### config.mk
export PLATFORM = sky130hd
export DESIGN_NAME = filled_circle_span_generator_core
export DESIGN_NICKNAME = d
export VERILOG_FILES = /design/src/rtl/fcsg_pkg.sv /design/src/rtl/fcsg_ctrl.sv /design/src/rtl/fcsg_datapath.sv /design/src/rtl/filled_circle_span_generator_core.sv
export SDC_FILE = /design/constraint.sdc
export NUM_CORES = 2
export LEC_CHECK = 0
export BUFFER_PORTS_ARGS = -buffer_cell sky130_fd_sc_hd__buf_4
export CAP_MARGIN = 20
export CORE_MARGIN = 8
export CORE_UTILIZATION = 41
export DETAILED_ROUTE_END_ITERATION = 10
export PLACE_DENSITY = 0.63
export SLEW_MARGIN = 0
export SYNTH_ARGS = -nofsm -noshare
export SYNTH_HDL_FRONTEND = slang
export SYNTH_SLANG_ARGS = --single-unit
### constraint.sdc
create_clock -name clk -period 17.24 [get_ports clk]
set_input_delay 0 -clock clk [delete_from_list [all_inputs] [get_ports clk]]
set_output_delay 0 -clock clk [all_outputs]
set_load 0.05 [all_outputs]
### src/rtl/fcsg_pkg.sv
`default_nettype none

package fcsg_pkg;

    localparam int IN_W             = 72;
    localparam int POS_W            = 19;
    localparam int EXT_W            = 16;
    localparam int SQ_OP_W          = 15;
    localparam int SQR_W            = 2 * SQ_OP_W;
    localparam int SQRT_W           = SQR_W + 1;
    localparam int ROOT_TOP         = SQR_W - 2;
    localparam int CENTRE_OUT_R_MAX = 128;
    localparam int DY_W             = 8;
    localparam int SQ_W             = 15;

    localparam logic [1:0] ROT_0   = 2'd0;
    localparam logic [1:0] ROT_90  = 2'd1;
    localparam logic [1:0] ROT_180 = 2'd2;
    localparam logic [1:0] ROT_270 = 2'd3;

    typedef enum logic [3:0] {
        ST_IDLE,
        ST_ROTATE,
        ST_BOUND,
        ST_INIT,
        ST_SHRINK,
        ST_EMIT_POS,
        ST_EMIT_NEG,
        ST_NEXT_DY,
        ST_SCAN_ROW,
        ST_SQRT_LOAD,
        ST_SQRT_STEP,
        ST_EMIT_SCAN,
        ST_FINISH
    } fcsg_state_t;

    typedef enum logic [1:0] {
        ROW_POS,
        ROW_NEG,
        ROW_SCAN
    } row_sel_t;

    typedef struct packed {
        logic     load;
        logic     rotate;
        logic     square_r;
        logic     init;
        logic     shrink;
        logic     emit;
        row_sel_t emit_sel;
        logic     dy_next;
        logic     y_next;
        logic     square_dy;
        logic     sqrt_load;
        logic     sqrt_step;
        logic     flush;
    } fcsg_cmd_t;

    typedef struct packed {
        logic r_neg;
        logic off_screen;
        logic r_small;
        logic shrink_req;
        logic dy_zero;
        logic dy_last;
        logic y_end;
        logic row_out;
        logic sqrt_done;
        logic emit_stall;
    } fcsg_status_t;

endpackage

`default_nettype wire

### src/rtl/fcsg_ctrl.sv
`default_nettype none

module fcsg_ctrl
    import fcsg_pkg::*;
(
    input  wire logic         clk,
    input  wire logic         rst_n,
    input  wire logic         s_tvalid,
    output logic              s_tready,
    input  wire fcsg_status_t st,
    output fcsg_cmd_t         cmd
);

    fcsg_state_t state_reg, state_next;

    always_ff @(posedge clk or negedge rst_n)
    begin
        if (!rst_n)
        begin
            state_reg <= ST_IDLE;
        end
        else
        begin
            state_reg <= state_next;
        end
    end

    always_comb
    begin
        cmd        = '0;
        s_tready   = 1'b0;
        state_next = state_reg;
        unique case (state_reg)
            ST_IDLE:
            begin
                s_tready = 1'b1;
                if (s_tvalid)
                begin
                    cmd.load   = 1'b1;
                    state_next = ST_ROTATE;
                end
            end
            ST_ROTATE:
            begin
                cmd.rotate = 1'b1;
                state_next = st.r_neg ? ST_FINISH : ST_BOUND;
            end
            ST_BOUND:
            begin
                cmd.square_r = 1'b1;
                state_next   = st.off_screen ? ST_FINISH : ST_INIT;
            end
            ST_INIT:
            begin
                cmd.init   = 1'b1;
                state_next = st.r_small ? ST_SHRINK : ST_SCAN_ROW;
            end
            ST_SHRINK:
            begin
                if (st.shrink_req)
                begin
                    cmd.shrink = 1'b1;
                end
                else
                begin
                    state_next = ST_EMIT_POS;
                end
            end
            ST_EMIT_POS:
            begin
                cmd.emit     = 1'b1;
                cmd.emit_sel = ROW_POS;
                if (!st.emit_stall)
                begin
                    state_next = st.dy_zero ? ST_NEXT_DY : ST_EMIT_NEG;
                end
            end
            ST_EMIT_NEG:
            begin
                cmd.emit     = 1'b1;
                cmd.emit_sel = ROW_NEG;
                if (!st.emit_stall)
                begin
                    state_next = ST_NEXT_DY;
                end
            end
            ST_NEXT_DY:
            begin
                if (st.dy_last)
                begin
                    state_next = ST_FINISH;
                end
                else
                begin
                    cmd.dy_next = 1'b1;
                    state_next  = ST_SHRINK;
                end
            end
            ST_SCAN_ROW:
            begin
                if (st.y_end)
                begin
                    state_next = ST_FINISH;
                end
                else if (st.row_out)
                begin
                    cmd.y_next = 1'b1;
                end
                else
                begin
                    cmd.square_dy = 1'b1;
                    state_next    = ST_SQRT_LOAD;
                end
            end
            ST_SQRT_LOAD:
            begin
                cmd.sqrt_load = 1'b1;
                state_next    = ST_SQRT_STEP;
            end
            ST_SQRT_STEP:
            begin
                cmd.sqrt_step = 1'b1;
                if (st.sqrt_done)
                begin
                    state_next = ST_EMIT_SCAN;
                end
            end
            ST_EMIT_SCAN:
            begin
                cmd.emit     = 1'b1;
                cmd.emit_sel = ROW_SCAN;
                if (!st.emit_stall)
                begin
                    cmd.y_next = 1'b1;
                    state_next = ST_SCAN_ROW;
                end
            end
            ST_FINISH:
            begin
                cmd.flush = 1'b1;
                if (!st.emit_stall)
                begin
                    state_next = ST_IDLE;
                end
            end
            default:
            begin
                state_next = ST_IDLE;
            end
        endcase
    end

endmodule

`default_nettype wire

### src/rtl/fcsg_datapath.sv
`default_nettype none

module fcsg_datapath
    import fcsg_pkg::*;
#(
    parameter int SCREEN_SIZE = 64,
    localparam int CW         = $clog2(SCREEN_SIZE),
    localparam int OUT_W      = ((3 * CW + 25 + 7) / 8) * 8
)
(
    input  wire logic             clk,
    input  wire logic             rst_n,
    input  wire logic             cfg_wr_en,
    input  wire logic [1:0]       cfg_wr_data,
    input  wire logic [IN_W-1:0]  s_tdata,
    input  wire fcsg_cmd_t        cmd,
    output fcsg_status_t          st,
    output logic                  m_tvalid,
    input  wire logic             m_tready,
    output logic [OUT_W-1:0]      m_tdata,
    output logic                  m_tlast
);

    localparam logic signed [POS_W-1:0] SCR    = POS_W'(SCREEN_SIZE);
    localparam logic signed [POS_W-1:0] SCR_M1 = POS_W'(SCREEN_SIZE - 1);
    localparam logic [SQRT_W-1:0]       BIT_INIT = SQRT_W'(1) << ROOT_TOP;

    logic [1:0]                rot_reg, rot_next;
    logic signed [15:0]        cx_reg, cx_next, cy_reg, cy_next, r_reg, r_next;
    logic [7:0]                red_reg, red_next, green_reg, green_next, blue_reg, blue_next;
    logic signed [POS_W-1:0]   pcx_reg, pcx_next, pcy_reg, pcy_next;
    logic [SQR_W-1:0]          prod_reg, prod_next, r2_reg, r2_next, n_reg, n_next;
    logic [EXT_W-1:0]          ext_reg, ext_next;
    logic [SQ_W-1:0]           esq_reg, esq_next, dysq_reg, dysq_next;
    logic [DY_W-1:0]           dy_reg, dy_next;
    logic [CW:0]               y_reg, y_next;
    logic [SQRT_W-1:0]         res_reg, res_next, bit_reg, bit_next;
    logic                      pend_valid_reg, pend_valid_next;
    logic [CW-1:0]             pend_row_reg, pend_row_next, pend_start_reg, pend_start_next;
    logic [CW:0]               pend_end_reg, pend_end_next;
    logic                      out_valid_reg, out_valid_next;
    logic                      out_last_reg, out_last_next;
    logic [CW-1:0]             out_row_reg, out_row_next, out_start_reg, out_start_next;
    logic [CW:0]               out_end_reg, out_end_next;
    logic [7:0]                out_red_reg, out_red_next;
    logic [7:0]                out_green_reg, out_green_next;
    logic [7:0]                out_blue_reg, out_blue_next;

    logic signed [POS_W-1:0]   cx_ext, cy_ext, r_ext, rot_x, rot_y;
    logic signed [POS_W-1:0]   dy_scan, row_y, ext_pos, x0, x1, span_a, span_b;
    logic [POS_W-1:0]          absdy;
    logic [EXT_W-1:0]          ext_sel;
    logic [SQ_OP_W-1:0]        sq_op;
    logic [SQR_W-1:0]          sq_prod;
    logic [SQRT_W-1:0]         trial;
    logic                      take, span_vis, out_free, emit_stall, load_out, load_last;

    assign cx_ext = POS_W'(cx_reg);
    assign cy_ext = POS_W'(cy_reg);
    assign r_ext  = POS_W'(r_reg);

    always_comb
    begin
        unique case (rot_reg)
            ROT_0:
            begin
                rot_x = cx_ext;
                rot_y = cy_ext;
            end
            ROT_90:
            begin
                rot_x = SCR_M1 - cy_ext;
                rot_y = cx_ext;
            end
            ROT_180:
            begin
                rot_x = SCR_M1 - cx_ext;
                rot_y = SCR_M1 - cy_ext;
            end
            ROT_270:
            begin
                rot_x = cy_ext;
                rot_y = SCR_M1 - cx_ext;
            end
            default:
            begin
                rot_x = cx_ext;
                rot_y = cy_ext;
            end
        endcase
    end

    // scan row offset and squarer shared by r squared and dy squared
    assign dy_scan = $signed(POS_W'(y_reg)) - pcy_reg;
    assign absdy   = dy_scan[POS_W-1] ? unsigned'(-dy_scan) : unsigned'(dy_scan);
    assign sq_op   = cmd.square_dy ? absdy[SQ_OP_W-1:0] : r_reg[SQ_OP_W-1:0];
    assign sq_prod = SQR_W'(sq_op) * SQR_W'(sq_op);

    // one bit of the root per step
    assign trial = res_reg + bit_reg;
    assign take  = SQRT_W'(n_reg) >= trial;

    always_comb
    begin
        case (cmd.emit_sel)
            ROW_POS:
            begin
                row_y   = pcy_reg + $signed(POS_W'(dy_reg));
                ext_sel = ext_reg;
            end
            ROW_NEG:
            begin
                row_y   = pcy_reg - $signed(POS_W'(dy_reg));
                ext_sel = ext_reg;
            end
            ROW_SCAN:
            begin
                row_y   = $signed(POS_W'(y_reg));
                ext_sel = res_reg[EXT_W-1:0];
            end
            default:
            begin
                row_y   = pcy_reg;
                ext_sel = ext_reg;
            end
        endcase
    end

    assign ext_pos  = $signed(POS_W'(ext_sel));
    assign x0       = pcx_reg - ext_pos;
    assign x1       = pcx_reg + ext_pos + POS_W'(1);
    assign span_vis = (row_y >= 0) && (row_y < SCR) && (x1 > 0) && (x0 < SCR);
    assign span_a   = (x0 < 0) ? '0 : x0;
    assign span_b   = (x1 > SCR) ? SCR : x1;

    assign out_free   = !out_valid_reg || m_tready;
    assign emit_stall = ((cmd.emit && span_vis) || cmd.flush) && pend_valid_reg && !out_free;

    always_comb
    begin
        st.r_neg      = r_reg[15];
        st.off_screen = (pcx_reg + r_ext < 0) || (pcx_reg - r_ext >= SCR) ||
                        (pcy_reg + r_ext < 0) || (pcy_reg - r_ext >= SCR);
        st.r_small    = r_reg <= 16'(CENTRE_OUT_R_MAX);
        st.shrink_req = (ext_reg != '0) &&
                        ((SQR_W'(esq_reg) + SQR_W'(dysq_reg)) > r2_reg);
        st.dy_zero    = dy_reg == '0;
        st.dy_last    = EXT_W'(dy_reg) == unsigned'(r_reg);
        st.y_end      = y_reg == (CW+1)'(SCREEN_SIZE);
        st.row_out    = absdy > unsigned'(r_ext);
        st.sqrt_done  = bit_reg[0];
        st.emit_stall = emit_stall;
    end

    always_comb
    begin
        rot_next        = cfg_wr_en ? cfg_wr_data : rot_reg;
        cx_next         = cx_reg;
        cy_next         = cy_reg;
        r_next          = r_reg;
        red_next        = red_reg;
        green_next      = green_reg;
        blue_next       = blue_reg;
        pcx_next        = pcx_reg;
        pcy_next        = pcy_reg;
        prod_next       = prod_reg;
        r2_next         = r2_reg;
        n_next          = n_reg;
        ext_next        = ext_reg;
        esq_next        = esq_reg;
        dysq_next       = dysq_reg;
        dy_next         = dy_reg;
        y_next          = y_reg;
        res_next        = res_reg;
        bit_next        = bit_reg;
        pend_valid_next = pend_valid_reg;
        pend_row_next   = pend_row_reg;
        pend_start_next = pend_start_reg;
        pend_end_next   = pend_end_reg;
        out_valid_next  = out_valid_reg && !m_tready;
        out_last_next   = out_last_reg;
        out_row_next    = out_row_reg;
        out_start_next  = out_start_reg;
        out_end_next    = out_end_reg;
        out_red_next    = out_red_reg;
        out_green_next  = out_green_reg;
        out_blue_next   = out_blue_reg;
        load_out        = 1'b0;
        load_last       = 1'b0;

        if (cmd.load)
        begin
            cx_next    = s_tdata[15:0];
            cy_next    = s_tdata[31:16];
            r_next     = s_tdata[47:32];
            red_next   = s_tdata[55:48];
            green_next = s_tdata[63:56];
            blue_next  = s_tdata[71:64];
        end
        if (cmd.rotate)
        begin
            pcx_next = rot_x;
            pcy_next = rot_y;
        end
        if (cmd.square_r || cmd.square_dy)
        begin
            prod_next = sq_prod;
        end
        if (cmd.init)
        begin
            r2_next   = prod_reg;
            ext_next  = unsigned'(r_reg);
            esq_next  = prod_reg[SQ_W-1:0];
            dy_next   = '0;
            dysq_next = '0;
            y_next    = '0;
        end
        if (cmd.shrink)
        begin
            ext_next = ext_reg - EXT_W'(1);
            esq_next = esq_reg - SQ_W'({ext_reg, 1'b0}) + SQ_W'(1);
        end
        if (cmd.dy_next)
        begin
            dy_next   = dy_reg + DY_W'(1);
            dysq_next = dysq_reg + SQ_W'({dy_reg, 1'b0}) + SQ_W'(1);
        end
        if (cmd.y_next)
        begin
            y_next = y_reg + (CW+1)'(1);
        end
        if (cmd.sqrt_load)
        begin
            n_next   = r2_reg - prod_reg;
            res_next = '0;
            bit_next = BIT_INIT;
        end
        if (cmd.sqrt_step)
        begin
            if (take)
            begin
                n_next   = n_reg - trial[SQR_W-1:0];
                res_next = (res_reg >> 1) + bit_reg;
            end
            else
            begin
                res_next = res_reg >> 1;
            end
            bit_next = bit_reg >> 2;
        end

        // one span held back so the final one can carry last
        if (cmd.emit && span_vis && !emit_stall)
        begin
            if (pend_valid_reg)
            begin
                load_out = 1'b1;
            end
            pend_valid_next = 1'b1;
            pend_row_next   = row_y[CW-1:0];
            pend_start_next = span_a[CW-1:0];
            pend_end_next   = span_b[CW:0];
        end
        if (cmd.flush && pend_valid_reg && out_free)
        begin
            load_out        = 1'b1;
            load_last       = 1'b1;
            pend_valid_next = 1'b0;
        end
        if (load_out)
        begin
            out_valid_next = 1'b1;
            out_last_next  = load_last;
            out_row_next   = pend_row_reg;
            out_start_next = pend_start_reg;
            out_end_next   = pend_end_reg;
            out_red_next   = red_reg;
            out_green_next = green_reg;
            out_blue_next  = blue_reg;
        end
    end

    always_ff @(posedge clk or negedge rst_n)
    begin
        if (!rst_n)
        begin
            rot_reg        <= ROT_0;
            pend_valid_reg <= 1'b0;
            out_valid_reg  <= 1'b0;
        end
        else
        begin
            rot_reg        <= rot_next;
            pend_valid_reg <= pend_valid_next;
            out_valid_reg  <= out_valid_next;
        end
    end

    always_ff @(posedge clk)
    begin
        cx_reg         <= cx_next;
        cy_reg         <= cy_next;
        r_reg          <= r_next;
        red_reg        <= red_next;
        green_reg      <= green_next;
        blue_reg       <= blue_next;
        pcx_reg        <= pcx_next;
        pcy_reg        <= pcy_next;
        prod_reg       <= prod_next;
        r2_reg         <= r2_next;
        n_reg          <= n_next;
        ext_reg        <= ext_next;
        esq_reg        <= esq_next;
        dysq_reg       <= dysq_next;
        dy_reg         <= dy_next;
        y_reg          <= y_next;
        res_reg        <= res_next;
        bit_reg        <= bit_next;
        pend_row_reg   <= pend_row_next;
        pend_start_reg <= pend_start_next;
        pend_end_reg   <= pend_end_next;
        out_last_reg   <= out_last_next;
        out_row_reg    <= out_row_next;
        out_start_reg  <= out_start_next;
        out_end_reg    <= out_end_next;
        out_red_reg    <= out_red_next;
        out_green_reg  <= out_green_next;
        out_blue_reg   <= out_blue_next;
    end

    assign m_tvalid = out_valid_reg;
    assign m_tlast  = out_last_reg;
    assign m_tdata  = OUT_W'({out_blue_reg, out_green_reg, out_red_reg,
                              out_end_reg, out_start_reg, out_row_reg});

    a_flush_clears: assert property (@(posedge clk) disable iff (!rst_n)
        cmd.flush && !emit_stall |=> !pend_valid_reg)
        else $error("held span not released at end of command");

    a_pend_moves: assert property (@(posedge clk) disable iff (!rst_n)
        cmd.emit && span_vis && pend_valid_reg && !emit_stall |=> out_valid_reg && !out_last_reg)
        else $error("held span not passed to output");

    a_root_narrow: assert property (@(posedge clk) disable iff (!rst_n)
        cmd.emit && (cmd.emit_sel == ROW_SCAN) |-> res_reg[SQRT_W-1:EXT_W] == '0)
        else $error("square root result too wide");

    a_small_extent: assert property (@(posedge clk) disable iff (!rst_n)
        cmd.shrink |-> (ext_reg != '0) && (ext_reg <= EXT_W'(CENTRE_OUT_R_MAX)))
        else $error("extent out of range in centre-out walk");

endmodule

`default_nettype wire

### src/rtl/filled_circle_span_generator_core.sv
`default_nettype none

// channel   direction  handshake           payload
// s_        in         s_tvalid/s_tready   s_tdata: circle command
// m_        out        m_tvalid/m_tready   m_tdata: span, m_tlast: last span of command
// cfg_      in         cfg_wr_en           cfg_wr_data: rotation
//
// radius up to 128: walked centre-out, one row offset at a time, shrinking the extent step by step
// larger radius: every row is scanned; rows outside the radius are skipped, rows inside take a 15-step root
// a command also passes through setup states (rotate, bound, init) and a flush state
// reset clears the controller, the held span, the output register and rotation (to 0)
// a stalled output holds the row walk; one span is held back to mark the last one

module filled_circle_span_generator_core
    import fcsg_pkg::*;
#(
    parameter int SCREEN_SIZE = 64,
    localparam int CW         = $clog2(SCREEN_SIZE),
    localparam int OUT_W      = ((3 * CW + 25 + 7) / 8) * 8
)
(
    input  wire logic             clk,
    input  wire logic             rst_n,
    input  wire logic             cfg_wr_en,
    input  wire logic [1:0]       cfg_wr_data,
    input  wire logic             s_tvalid,
    output logic                  s_tready,
    // center_x, center_y, radius, red, green, blue
    input  wire logic [IN_W-1:0]  s_tdata,
    output logic                  m_tvalid,
    input  wire logic             m_tready,
    // row, span_start, span_end, fill_red, fill_green, fill_blue, zero pad
    output logic [OUT_W-1:0]      m_tdata,
    output logic                  m_tlast
);

    fcsg_cmd_t    cmd;
    fcsg_status_t st;

    fcsg_ctrl u_ctrl (
        .clk      (clk),
        .rst_n    (rst_n),
        .s_tvalid (s_tvalid),
        .s_tready (s_tready),
        .st       (st),
        .cmd      (cmd)
    );

    fcsg_datapath #(
        .SCREEN_SIZE (SCREEN_SIZE)
    ) u_datapath (
        .clk         (clk),
        .rst_n       (rst_n),
        .cfg_wr_en   (cfg_wr_en),
        .cfg_wr_data (cfg_wr_data),
        .s_tdata     (s_tdata),
        .cmd         (cmd),
        .st          (st),
        .m_tvalid    (m_tvalid),
        .m_tready    (m_tready),
        .m_tdata     (m_tdata),
        .m_tlast     (m_tlast)
    );

endmodule

`default_nettype wire
==> summary.md <==
| Metric | Value |
|---|---|
| Max-capacitance violation count | 0 |
| Multi-input gate area | 21800 um2 |
| Post-route clock period utilization | 71.6% |
| Drc violations | 0 |
| Outcome | finished clean |
| Worst path required time | 17.56 ns |
| Post-DP HPWL | 72300 um |
| Critical path depth | 43 |
| Worst Path Arrival | 12.67 ns |
| CP Max Fanout | 21 |
| Register Area | 10800 um2 |
| Max Root-Sink Buffers | 3 |
| Critical Path End Type | register |
| Endpoints failing hold | 0 |
| Slowest cell delay on critical path | 0.78 ns |
| Top_reg_cell synth | edfxtp_1 |
| TritonCTS clock tree | done |
| Least-Margin Pin Slew | 1.06 ns |
| Crit Reg-Reg Startpoint | u_datapath.y_reg[0] |
| Reg2reg path depth | 43 |
| Post-synth top area share | 29.0% |
| Buf+Inv Stages, Crit Path | 6 |
| PortBufs | 124 |
| Most frequent CP cell | fa_1 |
| Die ar. | 93900 um2 |
| Ranking of synthesized cells by area | edfxtp_1 29%, ha_1 14%, fa_1 8.6% |
| Nets | 4523 |
| Clk_lat worst skew | 0.61 ns |
| Post-route ant nets | 0 |
| Layout cells sized above 1 | 7.96% |
| Slowest CP cell | nor2_2 |
| Ys async rst share | 2.15% |
| Clk_skew | 0.0403 ns |
| Antenna violations before repair | 2 |
| Initial Utilization | 41.4% |
| Final slew viol count | 0 |
| Post-CTS Setup Bufs | 0 |
| Post_cts resized | 0 |
| CP startpoint kind | register |
| Sequential area share after synthesis | 31.3% |
| Worst min path class | in2reg |
| Synth cell types | 90 |
| Cell family with most CP delay | adder cells |
| Final Critical Period | 12.35 ns |
| Clock sink count | 372 |
| CTS Hold Bufs | 79 |
| Syn Area/Cell | 9.28 um2 |
| Vias | 27400 |
| Final setup fails | 0 |
| Filler cells | 7945 |
| Chip width | 306 um |
| Avg WL per Cell | 18.5 um |
| CTS clk-pin slew, worst paths | 0.08 ns |
| Pin count of the biggest net entering global routing | 73 |
| First-pass GRT wire length | 147000 um |
| Total Wirelength | 92500 um |
| Hold Path Origin | s_tdata[46] |
| Max Fclk | 0.0810 GHz |
| GRT Util Overall | 19.3% |
| Synth Cell Area | 34600 um2 |
| Slew Limit Headroom | 27.5% |
| Vias in the first global route | 26700 |
| Largest register FFs | 31 |
| Area leader, netlist | edfxtp_1 |
| Rows | 106 |
| Iteration-0 DRC Markers | 2207 |
| CP Launch Point | u_datapath.y_reg[0] |
| RSZ-0062 raised after global routing | no |
| Core footprint | 83600 um2 |
| GRT overflow | 0 |
| Total CTS buffers | 44 |
| Synth Register Bits | 372 |
| Setup TNS | 0 ns |
| First-pass DRT Iterations | 6 |
| Die Span Y | 306 um |
| Vias per cell | 5.47 |
| Ys Warns | 0 |
| CTS H-tree lvls | 2 |
| Root buffer cell | clkbuf_16 |
| Post-Synthesis Cells | 3724 |
| Hold Path Stages | 2 |
| Worst Setup Path Type | reg2reg |
| I/O pins | 130 |
| GPL Wtd Cong | 0.934 |
| P&R area growth vs syn | 12.8% |
| Post-synth EDFFs | 334 |
==> path summary, 6_finish.rpt <==
path | end | slack, ns
setup / recovery | u_datapath.prod_reg[29] | 4.89
hold / removal | u_datapath.r_reg[14] | 0.12
setup reg to reg | u_datapath.prod_reg[29] | 4.89
hold reg to reg | u_datapath.out_blue_reg[5] | 0.42
max in group asynchronous | u_datapath.pend_valid_reg | 16.45
min in group asynchronous | u_ctrl.state_reg[3] | 0.46
==> layout by cell type, fill, tap and decap left out, drive strengths merged, types with 38 or more instances in the layout <==
master,instances
inv,414
ha,398
nor2,350
edfxtp,334
nand2,257
a21oi,221
o21ai,219
xnor2,162
buf,156
fa,148
xor2,114
dlygate4sd3,79
nor3,76
nand3,76
a21o,70
nand2b,54
clkbuf,50
nor2b,47
a211oi,42
and3,39
a31oi,38
==> cells in the mapped netlist (13+ instances only) <==
library cell / instances
o21bai_1: 34
and3_1: 39
nand2b_1: 54
nor2_1: 350
nand4_1: 28
mux2_2: 22
o31ai_1: 21
nor3_1: 76
xnor2_1: 162
nand3_1: 76
inv_1: 405
a31o_2: 20
mux2i_1: 33
or2_2: 16
o21a_1: 37
a221oi_1: 13
and2_1: 21
clkbuf_1: 93
nand2_1: 257
nor4_1: 35
ha_1: 398
a31oi_1: 37
o21ai_0: 212
fa_1: 148
dfxtp_1: 30
o211ai_1: 29
or3_1: 31
edfxtp_1: 334
a211oi_1: 42
a21o_1: 70
xor2_1: 114
a21oi_1: 221
nor2b_1: 47
==> final cells by class <==
class                           count  area share [%]
Multi-Input combinational cell   2833            55.9
Sequential cell                   372            27.8
Timing Repair Buffer              235            5.15
Inverter                          412            3.97
Tap cell                         1080            3.47
Clock buffer                       50            2.88
Clock inverter                     31           0.847
Antenna cell                        1         0.00642
==> logic make-up (layout without fill, tap and decap cells) <==
family                   count (synthesis)  after routing  share of synthesized area (%)
AO/OA/AOI/OAI                          860            860                           16.0
flip-flops                             372            372                           31.3
multiplexers                            58             58                           1.84
other                                    1              7                         0.0108
XOR/XNOR                               276            276                           6.99
buffers and inverters                  524            728                           5.77
adder cells (fa/ha/maj)                546            546                           23.0
AND/OR/NAND/NOR                       1087           1087                           15.0
==> layer usage <==
layer | global-route usage (%) | up-vias | part of all wire, %
li1 | - | 13600 | -
met1 | 27.2 | 13000 | 46
met2 | 30.4 | 762 | 44
met3 | 3.57 | 134 | 6.8
met4 | 5.16 | 2 | 2.7
met5 | 0 | - | 0.011
==> metrics by stage <==
stage / worst slack (ns) / std cells / util, % / area, um2 / hold slack, ns
floorplan: 6.32 / 3729 / - / 34600 / -0.296
global placement: 5.21 / 4849 / 43.9 / 36700 / -0.165
detailed placement: 4.91 / 4850 / 43.9 / 36700 / -0.164
CTS: 4.86 / 5010 / 46.6 / 38900 / 0.0841
global route: 3.88 / 5014 / 46.7 / 39000 / 0.0976
finish: 4.89 / 5014 / 46.7 / 39000 / 0.117
Power is not shown: default switching activity piles up to over one toggle a cycle in this logic, so the estimate is an artifact.
